[config.mk]
export PLATFORM = sky130hd
export DESIGN_NAME = ppm_header_and_pixel_parser
export DESIGN_NICKNAME = d
export VERILOG_FILES = /design/src/hw/rtl/pph_pkg.sv /design/src/hw/rtl/ppm_header_and_pixel_parser.sv /design/src/hw/rtl/pph_front.sv /design/src/hw/rtl/pph_queue.sv /design/src/hw/rtl/pph_back.sv
export SDC_FILE = /design/constraint.sdc
export NUM_CORES = 1
export LEC_CHECK = 0
export ABC_AREA = 1
export BUFFER_PORTS_ARGS = -buffer_cell sky130_fd_sc_hd__buf_2
export CORE_MARGIN = 1.5
export CORE_UTILIZATION = 50
export CTS_BUF_LIST = sky130_fd_sc_hd__clkbuf_4 sky130_fd_sc_hd__clkbuf_8 sky130_fd_sc_hd__clkbuf_16
export DETAILED_ROUTE_END_ITERATION = 10
export HOLD_SLACK_MARGIN = 0.1
export PLACE_DENSITY = 0.79
export SETUP_SLACK_MARGIN = 0.1
export SYNTH_ARGS = -nofsm -noshare
export SYNTH_HDL_FRONTEND = slang
export SYNTH_SLANG_ARGS = --single-unit
[constraint.sdc]
create_clock -name clk -period 19.7 [get_ports clk]
set_input_delay 3.94 -clock clk [delete_from_list [all_inputs] [get_ports clk]]
set_output_delay 3.94 -clock clk [all_outputs]
set_load 0.05 [all_outputs]
[src/hw/rtl/pph_pkg.sv]
// Package for the PPM header and pixel parser: payload structs, result kinds,
// character codes and saturation limits. Depends on nothing; all RTL files import it.

package pph_pkg;

    // Bits kept for the width and height numbers before saturation.
    localparam int DIM_BITS = 16;
    localparam logic [19:0] DIM_MAX = 20'((64'd1 << DIM_BITS) - 64'd1);
    localparam logic [19:0] MAXVAL_MAX = 20'd65535;
    localparam logic [15:0] WIDE_SAMPLE_LIMIT = 16'd256;

    // Entries in the queue between the parser and the output sequencer.
    localparam int QUEUE_DEPTH = 2;
    localparam int QUEUE_PTR_BITS = (QUEUE_DEPTH > 1) ? $clog2(QUEUE_DEPTH) : 1;
    localparam int QUEUE_CNT_BITS = $clog2(QUEUE_DEPTH + 1);

    // Result kinds.
    localparam logic [1:0] KIND_HEADER    = 2'd0;
    localparam logic [1:0] KIND_PIXEL     = 2'd1;
    localparam logic [1:0] KIND_BAD_MAGIC = 2'd2;
    localparam logic [1:0] KIND_TRUNCATED = 2'd3;

    // Characters the parser looks for.
    localparam logic [7:0] CHAR_P       = 8'h50;
    localparam logic [7:0] CHAR_SIX     = 8'h36;
    localparam logic [7:0] CHAR_HASH    = 8'h23;
    localparam logic [7:0] CHAR_NEWLINE = 8'h0A;
    localparam logic [7:0] CHAR_ZERO    = 8'h30;
    localparam logic [7:0] CHAR_NINE    = 8'h39;

    typedef struct packed {
        logic [7:0] data_byte;
        logic       first_byte;
        logic       final_byte;
    } byte_t;

    typedef struct packed {
        logic [1:0]  kind;
        logic [15:0] image_width;
        logic [15:0] image_height;
        logic [15:0] max_value;
        logic        maxval_too_large;
        logic [7:0]  red;
        logic [7:0]  green;
        logic [7:0]  blue;
        logic [31:0] pixel_index;
        logic        last_pixel;
    } result_t;

    // One queue entry stands for all results caused by one input byte.
    typedef struct packed {
        logic    has_primary;
        logic    has_trunc;
        result_t primary;
    } entry_t;

endpackage

[src/hw/rtl/ppm_header_and_pixel_parser.sv]
// Top level of the binary PPM (P6) header and pixel parser.
// Depends on pph_pkg, pph_front, pph_queue and pph_back.
//
//   Channel   Valid          Stall          Payload                 Moves
//   -------   ------------   ------------   ---------------------   ----------------
//   byte      byte_valid     byte_stall     byte_data   (byte_t)    one file byte
//   result    result_valid   result_stall   result_data (result_t)  one parse result
//
// A byte is taken every cycle while the two-entry queue has room; the parser
// updates its state in the same cycle and writes one queue entry for every
// byte that causes a result. Header, pixel and bad magic requests leave one
// per cycle while result_stall is low; a byte that also truncates the file
// yields a truncation result after its primary. The queue entry of a byte is
// written on accept; loading it into the output register raises result_valid.
// Reset clears the parse state, the queue and the output valid flag at once.
// A stalled result holds in the output register while bytes keep flowing
// until the queue fills, and then byte_stall rises.

module ppm_header_and_pixel_parser (
    input  logic             clk,
    input  logic             rst_n,
    input  logic             byte_valid,
    output logic             byte_stall,
    input  pph_pkg::byte_t   byte_data,
    output logic             result_valid,
    input  logic             result_stall,
    output pph_pkg::result_t result_data
);
    import pph_pkg::*;

    logic   accept;
    logic   push;
    logic   pop;
    logic   q_empty;
    logic   q_full;
    entry_t push_entry;
    entry_t q_head;

    // The front end only sees bytes that the queue can absorb.
    assign byte_stall = q_full;
    assign accept     = byte_valid && !q_full;

    pph_front u_front (
        .clk     (clk),
        .rst_n   (rst_n),
        .accept  (accept),
        .byte_in (byte_data),
        .push    (push),
        .entry   (push_entry)
    );

    pph_queue u_queue (
        .clk        (clk),
        .rst_n      (rst_n),
        .push       (push),
        .push_entry (push_entry),
        .pop        (pop),
        .head       (q_head),
        .empty      (q_empty),
        .full       (q_full)
    );

    pph_back u_back (
        .clk          (clk),
        .rst_n        (rst_n),
        .head         (q_head),
        .empty        (q_empty),
        .pop          (pop),
        .result_valid (result_valid),
        .result_stall (result_stall),
        .result_data  (result_data)
    );

endmodule

[src/hw/rtl/pph_front.sv]
// Parser front end: magic check, number accumulation, comment skipping and
// pixel grouping, one byte per accept. Depends on pph_pkg.

module pph_front (
    input  logic           clk,
    input  logic           rst_n,
    input  logic           accept,
    input  pph_pkg::byte_t byte_in,
    output logic           push,
    output pph_pkg::entry_t entry
);
    import pph_pkg::*;

    localparam logic [2:0] PH_MAGIC1 = 3'd0;
    localparam logic [2:0] PH_MAGIC2 = 3'd1;
    localparam logic [2:0] PH_WIDTH  = 3'd2;
    localparam logic [2:0] PH_HEIGHT = 3'd3;
    localparam logic [2:0] PH_MAXVAL = 3'd4;
    localparam logic [2:0] PH_PIXELS = 3'd5;
    localparam logic [2:0] PH_DONE   = 3'd6;
    localparam logic [2:0] PH_HALT   = 3'd7;

    logic [2:0]  phase_reg, phase_next, phase_cur;
    logic        comment_reg, comment_next, comment_cur;
    logic [15:0] acc_reg, acc_next, acc_cur;
    logic        digits_reg, digits_next, digits_cur;
    logic [15:0] width_reg, width_next, width_cur;
    logic [15:0] height_reg, height_next, height_cur;
    logic [15:0] maxval_reg, maxval_next, maxval_cur;
    logic [31:0] total_reg;
    logic [31:0] count_reg, count_next, count_cur;
    logic [1:0]  chan_reg, chan_next, chan_cur;
    logic [7:0]  red_reg, red_next, red_cur;
    logic [7:0]  green_reg, green_next, green_cur;

    logic [7:0]  c;
    logic        is_digit;
    logic [19:0] acc_wide;
    logic [19:0] lim;
    logic        prim;
    logic [1:0]  prim_kind;
    logic [7:0]  prim_blue;
    logic [31:0] prim_index;
    logic        prim_last;
    logic        trunc;
    logic        empty_image;
    logic        last_px;

    assign c        = byte_in.data_byte;
    assign is_digit = (c >= CHAR_ZERO) && (c <= CHAR_NINE);
    assign lim      = (phase_cur == PH_MAXVAL) ? MAXVAL_MAX : DIM_MAX;
    assign acc_wide = {1'b0, acc_cur, 3'b000} + {3'b000, acc_cur, 1'b0}
                    + {16'd0, c[3:0]};

    always_comb
    begin
        // A first byte restarts the parse before its own byte is handled.
        phase_cur   = byte_in.first_byte ? PH_MAGIC1 : phase_reg;
        comment_cur = byte_in.first_byte ? 1'b0 : comment_reg;
        acc_cur     = byte_in.first_byte ? 16'd0 : acc_reg;
        digits_cur  = byte_in.first_byte ? 1'b0 : digits_reg;
        width_cur   = byte_in.first_byte ? 16'd0 : width_reg;
        height_cur  = byte_in.first_byte ? 16'd0 : height_reg;
        maxval_cur  = byte_in.first_byte ? 16'd0 : maxval_reg;
        count_cur   = byte_in.first_byte ? 32'd0 : count_reg;
        chan_cur    = byte_in.first_byte ? 2'd0 : chan_reg;
        red_cur     = byte_in.first_byte ? 8'd0 : red_reg;
        green_cur   = byte_in.first_byte ? 8'd0 : green_reg;

        phase_next   = phase_cur;
        comment_next = comment_cur;
        acc_next     = acc_cur;
        digits_next  = digits_cur;
        width_next   = width_cur;
        height_next  = height_cur;
        maxval_next  = maxval_cur;
        count_next   = count_cur;
        chan_next    = chan_cur;
        red_next     = red_cur;
        green_next   = green_cur;

        prim        = 1'b0;
        prim_kind   = KIND_HEADER;
        prim_blue   = 8'd0;
        prim_index  = 32'd0;
        prim_last   = 1'b0;
        empty_image = (width_cur == 16'd0) || (height_cur == 16'd0);
        last_px     = (count_cur + 32'd1) == total_reg;

        unique case (phase_cur)
            PH_MAGIC1, PH_MAGIC2:
            begin
                if (c == ((phase_cur == PH_MAGIC1) ? CHAR_P : CHAR_SIX))
                begin
                    phase_next = phase_cur + 3'd1;
                end
                else
                begin
                    prim       = 1'b1;
                    prim_kind  = KIND_BAD_MAGIC;
                    prim_last  = 1'b1;
                    phase_next = PH_HALT;
                end
            end
            PH_WIDTH, PH_HEIGHT, PH_MAXVAL:
            begin
                if (comment_cur)
                begin
                    if (c == CHAR_NEWLINE)
                    begin
                        comment_next = 1'b0;
                    end
                end
                else if (is_digit)
                begin
                    acc_next    = (acc_wide > lim) ? lim[15:0] : acc_wide[15:0];
                    digits_next = 1'b1;
                end
                else if (!digits_cur)
                begin
                    if (c == CHAR_HASH)
                    begin
                        comment_next = 1'b1;
                    end
                end
                else
                begin
                    acc_next    = 16'd0;
                    digits_next = 1'b0;
                    if (phase_cur == PH_WIDTH)
                    begin
                        width_next = acc_cur;
                    end
                    else if (phase_cur == PH_HEIGHT)
                    begin
                        height_next = acc_cur;
                    end
                    else
                    begin
                        maxval_next = acc_cur;
                    end
                    if (phase_cur == PH_MAXVAL)
                    begin
                        // The separator byte ends the header.
                        prim       = 1'b1;
                        prim_kind  = KIND_HEADER;
                        prim_last  = empty_image;
                        phase_next = empty_image ? PH_DONE : PH_PIXELS;
                        chan_next  = 2'd0;
                        count_next = 32'd0;
                    end
                    else
                    begin
                        if (c == CHAR_HASH)
                        begin
                            comment_next = 1'b1;
                        end
                        phase_next = phase_cur + 3'd1;
                    end
                end
            end
            PH_PIXELS:
            begin
                case (chan_cur)
                    2'd0:
                    begin
                        red_next  = c;
                        chan_next = 2'd1;
                    end
                    2'd1:
                    begin
                        green_next = c;
                        chan_next  = 2'd2;
                    end
                    default:
                    begin
                        prim       = 1'b1;
                        prim_kind  = KIND_PIXEL;
                        prim_blue  = c;
                        prim_index = count_cur;
                        prim_last  = last_px;
                        count_next = count_cur + 32'd1;
                        chan_next  = 2'd0;
                        if (last_px)
                        begin
                            phase_next = PH_DONE;
                        end
                    end
                endcase
            end
            default:
            begin
            end
        endcase

        trunc = byte_in.final_byte && (phase_next != PH_DONE) && (phase_next != PH_HALT);
        if (trunc)
        begin
            phase_next = PH_HALT;
        end
    end

    always_comb
    begin
        entry.has_primary              = prim;
        entry.has_trunc                = trunc;
        entry.primary.kind             = prim_kind;
        entry.primary.image_width      = width_next;
        entry.primary.image_height     = height_next;
        entry.primary.max_value        = maxval_next;
        entry.primary.maxval_too_large = maxval_next >= WIDE_SAMPLE_LIMIT;
        entry.primary.red              = (prim_kind == KIND_PIXEL) ? red_cur : 8'd0;
        entry.primary.green            = (prim_kind == KIND_PIXEL) ? green_cur : 8'd0;
        entry.primary.blue             = prim_blue;
        entry.primary.pixel_index      = prim_index;
        entry.primary.last_pixel       = prim_last;
    end

    assign push = accept && (prim || trunc);

    always_ff @(posedge clk or negedge rst_n)
    begin
        if (!rst_n)
        begin
            phase_reg   <= PH_MAGIC1;
            comment_reg <= 1'b0;
            acc_reg     <= 16'd0;
            digits_reg  <= 1'b0;
            width_reg   <= 16'd0;
            height_reg  <= 16'd0;
            maxval_reg  <= 16'd0;
            count_reg   <= 32'd0;
            chan_reg    <= 2'd0;
            red_reg     <= 8'd0;
            green_reg   <= 8'd0;
        end
        else if (accept)
        begin
            phase_reg   <= phase_next;
            comment_reg <= comment_next;
            acc_reg     <= acc_next;
            digits_reg  <= digits_next;
            width_reg   <= width_next;
            height_reg  <= height_next;
            maxval_reg  <= maxval_next;
            count_reg   <= count_next;
            chan_reg    <= chan_next;
            red_reg     <= red_next;
            green_reg   <= green_next;
        end
    end

    // Height is fixed at least two bytes before the first pixel completes,
    // so a free-running product register is always settled when read.
    always_ff @(posedge clk or negedge rst_n)
    begin
        if (!rst_n)
        begin
            total_reg <= 32'd0;
        end
        else
        begin
            total_reg <= 32'(width_reg) * 32'(height_reg);
        end
    end

endmodule

[src/hw/rtl/pph_queue.sv]
// Small register queue carrying per-byte result entries from the parser to
// the output sequencer. Depends on pph_pkg.

module pph_queue (
    input  logic            clk,
    input  logic            rst_n,
    input  logic            push,
    input  pph_pkg::entry_t push_entry,
    input  logic            pop,
    output pph_pkg::entry_t head,
    output logic            empty,
    output logic            full
);
    import pph_pkg::*;

    entry_t                    slot_reg [QUEUE_DEPTH];
    logic [QUEUE_PTR_BITS-1:0] wr_ptr_reg;
    logic [QUEUE_PTR_BITS-1:0] rd_ptr_reg;
    logic [QUEUE_CNT_BITS-1:0] count_reg;
    logic                      do_push;
    logic                      do_pop;

    assign empty   = count_reg == QUEUE_CNT_BITS'(0);
    assign full    = count_reg == QUEUE_CNT_BITS'(QUEUE_DEPTH);
    assign head    = slot_reg[rd_ptr_reg];
    assign do_push = push && !full;
    assign do_pop  = pop && !empty;

    always_ff @(posedge clk)
    begin
        if (do_push)
        begin
            slot_reg[wr_ptr_reg] <= push_entry;
        end
    end

    always_ff @(posedge clk or negedge rst_n)
    begin
        if (!rst_n)
        begin
            wr_ptr_reg <= '0;
            rd_ptr_reg <= '0;
            count_reg  <= '0;
        end
        else
        begin
            if (do_push)
            begin
                wr_ptr_reg <= (wr_ptr_reg == QUEUE_PTR_BITS'(QUEUE_DEPTH - 1))
                            ? '0 : wr_ptr_reg + QUEUE_PTR_BITS'(1);
            end
            if (do_pop)
            begin
                rd_ptr_reg <= (rd_ptr_reg == QUEUE_PTR_BITS'(QUEUE_DEPTH - 1))
                            ? '0 : rd_ptr_reg + QUEUE_PTR_BITS'(1);
            end
            if (do_push && !do_pop)
            begin
                count_reg <= count_reg + QUEUE_CNT_BITS'(1);
            end
            else if (do_pop && !do_push)
            begin
                count_reg <= count_reg - QUEUE_CNT_BITS'(1);
            end
        end
    end

endmodule

[src/hw/rtl/pph_back.sv]
// Output sequencer: unpacks each queue entry into one or two results and
// holds them in the output register. Depends on pph_pkg.

module pph_back (
    input  logic             clk,
    input  logic             rst_n,
    input  pph_pkg::entry_t  head,
    input  logic             empty,
    output logic             pop,
    output logic             result_valid,
    input  logic             result_stall,
    output pph_pkg::result_t result_data
);
    import pph_pkg::*;

    logic    valid_reg;
    logic    pending_reg;
    result_t out_reg;
    result_t trunc_res;
    result_t head_res;
    logic    load;

    assign load = !valid_reg || !result_stall;
    assign pop  = load && !pending_reg && !empty;

    // The truncation request repeats the header fields of its own byte.
    always_comb
    begin
        trunc_res             = out_reg;
        trunc_res.kind        = KIND_TRUNCATED;
        trunc_res.red         = 8'd0;
        trunc_res.green       = 8'd0;
        trunc_res.blue        = 8'd0;
        trunc_res.pixel_index = 32'd0;
        trunc_res.last_pixel  = 1'b1;
    end

    // An entry without a primary request carries only the truncation.
    always_comb
    begin
        head_res = head.primary;
        if (!head.has_primary)
        begin
            head_res.kind        = KIND_TRUNCATED;
            head_res.red         = 8'd0;
            head_res.green       = 8'd0;
            head_res.blue        = 8'd0;
            head_res.pixel_index = 32'd0;
            head_res.last_pixel  = 1'b1;
        end
    end

    always_ff @(posedge clk)
    begin
        if (load)
        begin
            if (pending_reg)
            begin
                out_reg <= trunc_res;
            end
            else if (!empty)
            begin
                out_reg <= head_res;
            end
        end
    end

    always_ff @(posedge clk or negedge rst_n)
    begin
        if (!rst_n)
        begin
            valid_reg   <= 1'b0;
            pending_reg <= 1'b0;
        end
        else if (load)
        begin
            if (pending_reg)
            begin
                valid_reg   <= 1'b1;
                pending_reg <= 1'b0;
            end
            else if (!empty)
            begin
                valid_reg   <= 1'b1;
                pending_reg <= head.has_primary && head.has_trunc;
            end
            else
            begin
                valid_reg <= 1'b0;
            end
        end
    end

    assign result_valid = valid_reg;
    assign result_data  = out_reg;

endmodule
; ---- Yosys cells after proc, flatten, opt, wreduce, memory -nomap -nowiden
; Memory sizes are Yosys's and may differ from the RTL's.
; Cells that the tools add are included.
[totals]
register_bits = 265
latch_bits = 0
ram_bits = 220
romBits = 0
inputBits = 14
out_inout_bits = 110
elab_cells = 196
n_memories = 1
[memory_table]
columns = memory, depth, word_bits, rd, rd_ports_with_merged_regs, write_ports, line
row1 = u_queue.slot_reg, 2, 110, 1, 0, 1, pph_queue.sv:16  ; entry_t slot_reg [QUEUE_DEPTH];
[classes]
n_addsub = 8
n_mul = 1
div_mod_pow = 0
n_lt_le_gt_ge = 4
eq_ne = 15
n_shift = 0
mux = 105
bitwise_logic = 2
n_reduce_logical = 33
[ops]
columns = operator, count
row1 = $mux W16, 26
row2 = $mux W32, 8
row3 = $mux W108, 1
row4 = $mux W8, 10
row5 = $pmux W32 S2, 1
row6 = $mux W57, 1
row7 = $add A32 B1 Y32 const B, 1
row8 = $eq A32 B32 Y1, 1
row9 = $logic_not A16 Y1, 2
row10 = $mul A16 B16 Y32, 1
row11 = $mux W1, 32
row12 = $mux W3, 9
row13 = $add A19 B17 Y20, 1
row14 = $add A20 B4 Y20, 1
row15 = $gt A20 B16 Y1 const B, 1
row16 = $mux W2, 10
row17 = $ge A16 B9 Y1 const B, 1
row18 = $logic_and A1 B1 Y1, 12
row19 = $pmux W2 S2, 3
row20 = $pmux W3 S3, 1
row21 = $eq A8 B4 Y1 const B, 1
row22 = $eq A8 B6 Y1 const B, 1
row23 = $eq A8 B8 Y1, 1
row24 = $ge A8 B6 Y1 const B, 1
row25 = 24 further kinds, 41

; ---- Logic depth before layout (Yosys ltp)
; Gate-level depths: netlist of run 1.
[logic_depth]
word_depth = 19
mapped_depth = 30
ltp_nobuf = 28

; ---- By module
; A second synthesis of run 1 with hierarchy kept.
[unflattened]
cells_unflattened = 3669
hier_area_um2 = 32135.8
[by_module_without_submodules]
columns = mod, n_inst, cells_per_inst, area_per_inst_um2, seq_area_each_um2
row1 = pph_front, 1, 2809, 19698.9, 3778.6
row2 = pph_queue, 1, 606, 8211.6, 6706.4
row3 = pph_back, 1, 252, 4215.3, 3293.2
row4 = ppm_header_and_pixel_parser, 1, 2, 10.0, 0.0

; ---- Worst setup path after synthesis of run 1
; OpenSTA, ideal clock, no wires.
[synth_timing]
path_type = in2reg
startpoint = input port byte_data[1] (netlist bit)
endpoint = memory u_queue.slot_reg[1][0] (netlist bit) (enable)
setup_time_ns = 0.580
t_arrival_ns = 10.770
required_time_ns = 19.120
path_slack_ns = 8.350
stages = 22
path_buffers = 4
cell_sequence = inv_4 buf_12 buf_4 buf_2 buf_2 nand2_1 inv_1 ha_1 inv_1 nor2_1 nor2_1 inv_1 nor2_1 nor2_1 nand3_1 a21oi_1 nand2_2 nand3_2 nand2_2 nand2_2 nand2_2 nor2_1
[synth_via]
elab_chain_len = 17
elab_cells_between_ends = 51
cone_classes = 2 x add/sub / 10 x eq/ne / 26 x mux / 13 x reduce/logical
[synth_rtl]
columns = element, line
row1 = start: declaration, ppm_header_and_pixel_parser.sv:24  ; input pph_pkg::byte_t byte_data,
row2 = branches (longest 12 deep; another with $add A32 B1 Y32), n/a
row3 = $logic_or A1 B1 Y1 (*), pph_front.sv:219  ; assign push = accept && (prim || trunc);
row4 = $logic_and A1 B1 Y1 (*), pph_front.sv:219
row5 = $logic_and A1 B1 Y1 (*), pph_queue.sv:26  ; assign do_push = push && !full;
row6 = $mux W1 (*), pph_queue.sv:31  ; if (do_push)
row7 = $mux W1 (not written as such) (*), pph_queue.sv:33  ; slot_reg[wr_ptr_reg] <= push_entry;
row8 = end: declaration, pph_queue.sv:16
; Mark *: on every way between the ends.

; ---- Worst setup path in the final report of run 1
[layout_timing]
startpoint = input port byte_data[1] (netlist bit)
endpoint = memory u_queue.slot_reg[1][26] (netlist bit) (enable)
; Same word-level chain as after synthesis.

==> results.md, run 1 <==
- Rows: roughly 90
- Ratio of cells with drive above 1 in the final layout: between 8 and 9%
- DR vias: ~23k
- Routing usage on met1: roughly 30%
- Num CTS Buffers: 48
- Core area: roughly 62,000 um^2
- Syn Nets: roughly 3.9k
- Post-Syn Instances: ~3.5k
- Setup slack, reg-to-reg: around 13,000 ps
- Cell Pwr Density: approximately 120 nW/um^2
- GR Util met2: 40.4%
- Wire per inst: around 17 um
- Syn. warnings: 0
- CP startpoint kind: input pin
- Num ports: ~120
- Ant. Diodes: 0
- Worst slew pin tran: around 1200 ps
- Buffers on Ports: between 100 and 150
- Cell Area, Synth: approximately 31,000 um^2
- Multi-input logic area: around 15,000 um^2
- Fin. Hold Viols: 0
- Hold WC Path Type: reg2reg
- Setup TNS: 0 ps
- Cell taking the most area after synthesis: edfxtp_1
- Most common cell after layout, fill and taps aside: nand2_1
- Yosys cell types: 52
- Clock buffer depth: 3
- Synthesized flop and latch total: 485
- Die Wd: around 250 um
- GRT Overall Usage: between 20 and 25%
- RSZ-0062 raised after global routing: false
- CTS Sinks: about 490
- Vias in the first global route: between 20k and 25k
- Cell leakage power: around 0.017 uW
- Clk_skew: 36.3 ps
- Critical path type: in2reg
- Syn avg cell area: about 8.9 um^2
- Die Span Y: 253 um
- Max reg flops: 220
- Area share of the leading cell type in the synthesized netlist: between 30% and 40%
- Global route hottest layer: met2
- Setup bufs post-CTS: 0
- Post-route DRC: 0
- Placed Area: around 32,000 um^2
- CP Capture Type: flop
- CTS tree: done
- Antenna violations before repair: 0
- WP data arrival: between 9000 and 10,000 ps
- Total die area: 64,000 um^2
- Worst-skew pair later-pin latency: around 600 ps
- DRT iter0 DRCs: about 2.0k
- Hold buffers post-CTS: 0
- Status: finished, final reports clean
- Final setup viols: 0
- Overflow after GRT: 0
- # Max-Cap Violations: 0
- Max Clk Rate: roughly 110 MHz
- Post-DR vias/cell: 5.34
- Most frequent cells in the layout: 1,020 x nand2_1, 528 x inv_1, 328 x edfxtp_1
- Final WL: roughly 73 mm
- Sequential area share after synthesis: between 40 and 50%
- GR Layer Usage met3: under 10%
- H-tree levels: 2
- Area growth syn-to-layout: 8.75%
- Final instance area: about 34,000 um^2
- Global-route wire length before repair: between 100 and 150 mm
- Max-slew violations: 0
- CP max FO: a little over 60
- First-pass iteration count of the detailed router: 5
- Largest net degree at the start of global routing: 89
- Worst VDD drop: roughly 86 uV
- CP Data Required Time: 19,920 ps
- Final-stage net count: between 3k and 4k
- CTS Root Cell: clkbuf_16
- Fin crit share: 45.1%
- Min Tclk post-route: 8880 ps
- DP HPWL: 51.8 mm
- Gp weighted congestion: around 0.94
- Layout fillers: ~5.4k
- Rel. slew slack: a little over a fifth
- Initial cell density of the core: 50.6%
- Post-cts resize count: 0
- WHS: between 400 and 500 ps
- Antenna Nets Post-Route: 0
- Dominant cells by area after synthesis: edfxtp_1 32%, dfrtp_1 13%, fa_1 13%
- Clock transition at path regs: 60 ps
- Storage cell area: roughly 14,000 um^2
[Yosys cell counts, drive strengths merged]
library cell  instances
nor3                 13
clkbuf              134
o21a                  3
a211oi                3
a22oi                19
o22ai                 3
nor2                262
xor2                 32
o221ai                1
o41ai                 1
o211ai               29
o32ai                 1
xnor3                 1
and2                  1
clkinv                2
a21boi                3
o21ai               139
buf                  37
edfxtp              328
a21oi               201
and3                  2
a21o                  6
inv                 539
nor4                  9
a31oi                 9
nand4                15
nand3b               15
fa                  196
xnor2                19
ha                  143
o2111ai               2
a31o                  1
a221oi                4
nand3               133
dfrtp               157
o21bai                4
nand2              1031
[routing by layer]
metal / share of wire (%) / wire length, um / vias to the layer above
met5: 0 / 0 / -
met4: 3.0 / 2180 / 0
met3: 6.5 / 4700 / 149
met2: 50 / 36500 / 802
met1: 40 / 29300 / 11400
li1: - / - / 11200
[area by class of cell]
cell class	instances	share of cell area [%]
well taps	837	3.08
flip-flops and latches	485	40.6
inverters	541	5.99
repair buffers	144	2.29
clock inverters	23	0.622
multi-input cells	2301	43.4
clock buffers	65	4.02
[logic make-up (layout without fill, tap and decap cells)]
logic type      count (synthesis)  after routing  share of synthesized area (%)
fa+ha+maj                     339            339                           18.3
buf+inv                       712            773                           8.77
flops                         485            485                           44.1
compound gates                429            429                           7.58
simple gates                 1481           1481                           19.8
xor+xnor                       52             52                           1.50
[path summary, 6_finish.rpt]
path                       cells past startpoint                          startpoint                                  to
setup reg to reg                              19    u_front.width_reg[7]$_DFFE_PN0P_     u_front.total_reg[23]$_DFF_PN0_
max in group asynchronous                      2                               rst_n   u_front.count_reg[31]$_DFFE_PN0P_
min in group asynchronous                      1                               rst_n    u_front.green_reg[4]$_DFFE_PN0P_
setup / recovery                              24                        byte_data[1]   u_queue.slot_reg[1][26]$_DFFE_PP_
hold reg to reg                                2  u_front.maxval_reg[15]$_DFFE_PN0P_  u_front.maxval_reg[15]$_DFFE_PN0P_
hold / removal                                 2  u_front.maxval_reg[15]$_DFFE_PN0P_  u_front.maxval_reg[15]$_DFFE_PN0P_
[stage by stage]
stage | utilization, % | setup slack [ps] | total power [uW] | std cells
2_1_floorplan | - | 8350 | 2730 | 3498
3_3_place_gp | 52.5 | 10440 | 3080 | 4308
3_5_place_dp | 52.5 | 10290 | 3110 | 4308
4_1_cts | 55.1 | 10890 | 4020 | 4396
5_1_grt | 55.1 | 10410 | 4220 | 4396
6_report | 55.1 | 10820 | 4010 | 4396
[report_power, final]
group          internal (uW)  leakage, uW  total [uW]  switching (uW)
Clock                    516     0.000789         906             390
Sequential              1450      0.00520        1600             152
Combinational            339       0.0106        1500            1160
[critical path: stages]
cell and delay [ps]:
buf_2 150, inv_4 380, buf_4 710, nand2_1 220, inv_1 160, ha_1 310
nand4_1 190, nor2_1 380, nor2_1 100, o21bai_1 160, nand2_1 60, nand3_1 140
nor2_1 60, nand3_1 100, nor2_2 60, nand3_2 100, nand2_2 70, nand3_2 60
nand2_2 70, nand2_2 80, nand2_2 90, nor2_4 90, buf_4 520, buf_4 750
Power figures use the tool's default switching activity.
==> run 2, diff against run 1 <==
PLACE_DENSITY = 0.81   (was 0.79)
clock period = 8.1 ns   (was 19.7 ns; I/O delays follow)
==> results.md, run 2 (synthesized netlist as in run 1, its figures left out) <==
- DP HPWL: 51.5 mm (was 51.8 mm)
- WP data arrival: 6630 ps (was 9100 ps)
- GRT Overall Usage: 23.3% (was 23.2%)
- H-tree levels: 2 (unchanged)
- Worst VDD drop: 221 uV (was 86.3 uV)
- Fin crit share: between 70 and 80%
- # Max-Cap Violations: 0 (unchanged)
- Most frequent cells in the layout: 1,020 x nand2_1, 528 x inv_1, 328 x edfxtp_1 (unchanged)
- Hold buffers post-CTS: 0 (unchanged)
- Wire per inst: 16.7 um (was 16.5 um)
- Placed cells: 4,307 (was 4,308)
- DR vias: 23.7k (was 23.5k)
- Crit path capture: u_front.total_reg[30]$_DFF_PN0_ (was u_queue.slot_reg[1][26]$_DFFE_PP_)
- CTS tree: done (unchanged)
- Largest net degree at the start of global routing: 111 (was 89)
- Status: finished, final reports clean (unchanged)
- Layout fillers: 5,300 (was 5,416)
- CP Capture Type: flop (unchanged)
- Antenna violations before repair: 2 (was 0)
- Die Wd: 253 um (unchanged)
- Clock transition at path regs: 70 ps (was 60 ps)
- RSZ-0062 raised after global routing: false (unchanged)
- Post-DR vias/cell: 5.39 (was 5.34)
- Setup TNS: 0 ps (unchanged)
- Crit path from: u_front.width_reg[8]$_DFFE_PN0P_ (was byte_data[1])
- Final-stage net count: 3,872 (was 3,874)
- Cell leakage power: 0.0166 uW (about the same)
- Fin. Hold Viols: 0 (unchanged)
- Rel. slew slack: 21.7% (was 20.9%)
- CP startpoint kind: flop (was input pin)
- Worst r2r src: u_front.width_reg[8]$_DFFE_PN0P_ (was u_front.width_reg[7]$_DFFE_PN0P_)
- Num CTS Buffers: 47 (was 48)
- Clock buffer depth: 3 (unchanged)
- Total die area: 64,000 um^2 (unchanged)
- Core area: 61,700 um^2 (unchanged)
- CTS Sinks: 485 (unchanged)
- Gp weighted congestion: 0.951 (was 0.938)
- Final setup viols: 0 (unchanged)
- Min Tclk post-route: ~6100 ps
- PnR Total Power: 9850 uW (was 4010 uW)
- Max Clk Rate: 163 MHz
- Antenna Nets Post-Route: 0 (unchanged)
- DRT iter0 DRCs: 2,207 (was 1,998)
- First-pass iteration count of the detailed router: 5 (unchanged)
- Setup slack, reg-to-reg: 1960 ps (was 13,340 ps)
- CP Data Required Time: 8590 ps (was 19,920 ps)
- Post-cts resize count: 0 (unchanged)
- Worst-skew pair later-pin latency: 610 ps (was 600 ps)
- Area growth syn-to-layout: 8.96% (was 8.75%)
- CTS Root Cell: clkbuf_16 (unchanged)
- Initial cell density of the core: 50.6% (unchanged)
- Global-route wire length before repair: 119 mm (was 118 mm)
- FF-to-FF End: u_front.total_reg[30]$_DFF_PN0_ (was u_front.total_reg[23]$_DFF_PN0_)
- Critical path type: reg2reg (was in2reg)
- Ratio of cells with drive above 1 in the final layout: 8.32% (was 8.23%)
- Hold WC Path Type: reg2reg (unchanged)
- Most common cell after layout, fill and taps aside: nand2_1 (unchanged)
- Overflow after GRT: 0 (unchanged)
- Die Span Y: 253 um (unchanged)
- Cell Pwr Density: 289 nW/um^2 (was 118 nW/um^2)
- Vias in the first global route: 23.4k (was 23.2k)
- Max-slew violations: 0 (unchanged)
- Post-Route Utilization: 55.2% (was 55.1%)
- Clk_skew: 43.4 ps (was 36.3 ps)
- Logic depth of the worst register-to-register path: 19 (unchanged)
- Setup bufs post-CTS: 0 (unchanged)
- Worst slew pin tran: 1170 ps (was 1190 ps)
- Post-route insts no fill: 4,397 (was 4,396)
- Buffers on Ports: 123 (unchanged)
- Max reg flops: 220 (unchanged)
- Num ports: 124 (unchanged)
- Post-route DRC: 0 (unchanged)
- Final WL: 73.4 mm (was 72.6 mm)
- Rows: 91 (unchanged)
- CP max FO: 18 (was 61)
[run 2: critical path, cell delays in order, from the launching register on]
cell and delay [ps]:
dfrtp_1 930, nand2_1 180, fa_1 570, inv_1 50
fa_1 490, fa_1 630, fa_1 450, fa_1 490
inv_1 50, fa_1 470, inv_1 40, ha_1 340
a21oi_1 200, o21a_1 180, nor3_1 50, o21ai_0 260
o2111ai_1 230, a21oi_1 200, o21bai_1 90, xor2_1 140
[run 2: layer usage]
layer	wire length, um	GRT usage (%)
met1	29000	29.9
met2	36100	39.7
met3	5370	3.13
met4	2930	9.65
met5	0	0
[run 2: worst min path at each step]
| stage | start | to | slack [ps] | depth (start not counted) |
|---|---|---|---|---|
| after floorplan | u_queue.wr_ptr_reg$_DFFE_PN0P_ | u_queue.wr_ptr_reg$_DFFE_PN0P_ | 440 | 2 |
| after global placement | u_queue.wr_ptr_reg$_DFFE_PN0P_ | u_queue.wr_ptr_reg$_DFFE_PN0P_ | 450 | 2 |
| after detailed placement | u_front.red_reg[6]$_DFFE_PN0P_ | u_front.red_reg[6]$_DFFE_PN0P_ | 470 | 2 |
| after CTS | u_queue.wr_ptr_reg$_DFFE_PN0P_ | u_queue.wr_ptr_reg$_DFFE_PN0P_ | 480 | 2 |
| after global routing | u_front.maxval_reg[4]$_DFFE_PN0P_ | u_front.maxval_reg[4]$_DFFE_PN0P_ | 510 | 2 |
| final | u_queue.wr_ptr_reg$_DFFE_PN0P_ | u_queue.wr_ptr_reg$_DFFE_PN0P_ | 480 | 2 |
[run 2: layout make-up]
| cell class | instances | area [um^2] | area share [%] |
|---|---|---|---|
| sequential | 485 | 13800 | 40.5 |
| inverter | 541 | 2040 | 5.98 |
| timing repair buffer | 143 | 797 | 2.34 |
| antenna | 2 | 5.00 | 0.0147 |
| clock buffer | 64 | 1340 | 3.94 |
| multi-input combinational | 2301 | 14800 | 43.4 |
| clock inverter | 24 | 280 | 0.823 |
| tap | 837 | 1050 | 3.08 |
[run 2: through the flow]
stage               hold slack, ps  instance area, um^2  worst slack (ps)
floorplan                      442                31300               931
global placement               455                32400              1990
detailed placement             467                32400              1890
CTS                            484                34000              2010
global route                   514                34100              1620
finish                         480                34100              1960
[run 2: power by group]
part           switching, uW  internal (uW)
Clock                    964           1300
Sequential               399           3520
Combinational           2830            834
Total                   4190           5660
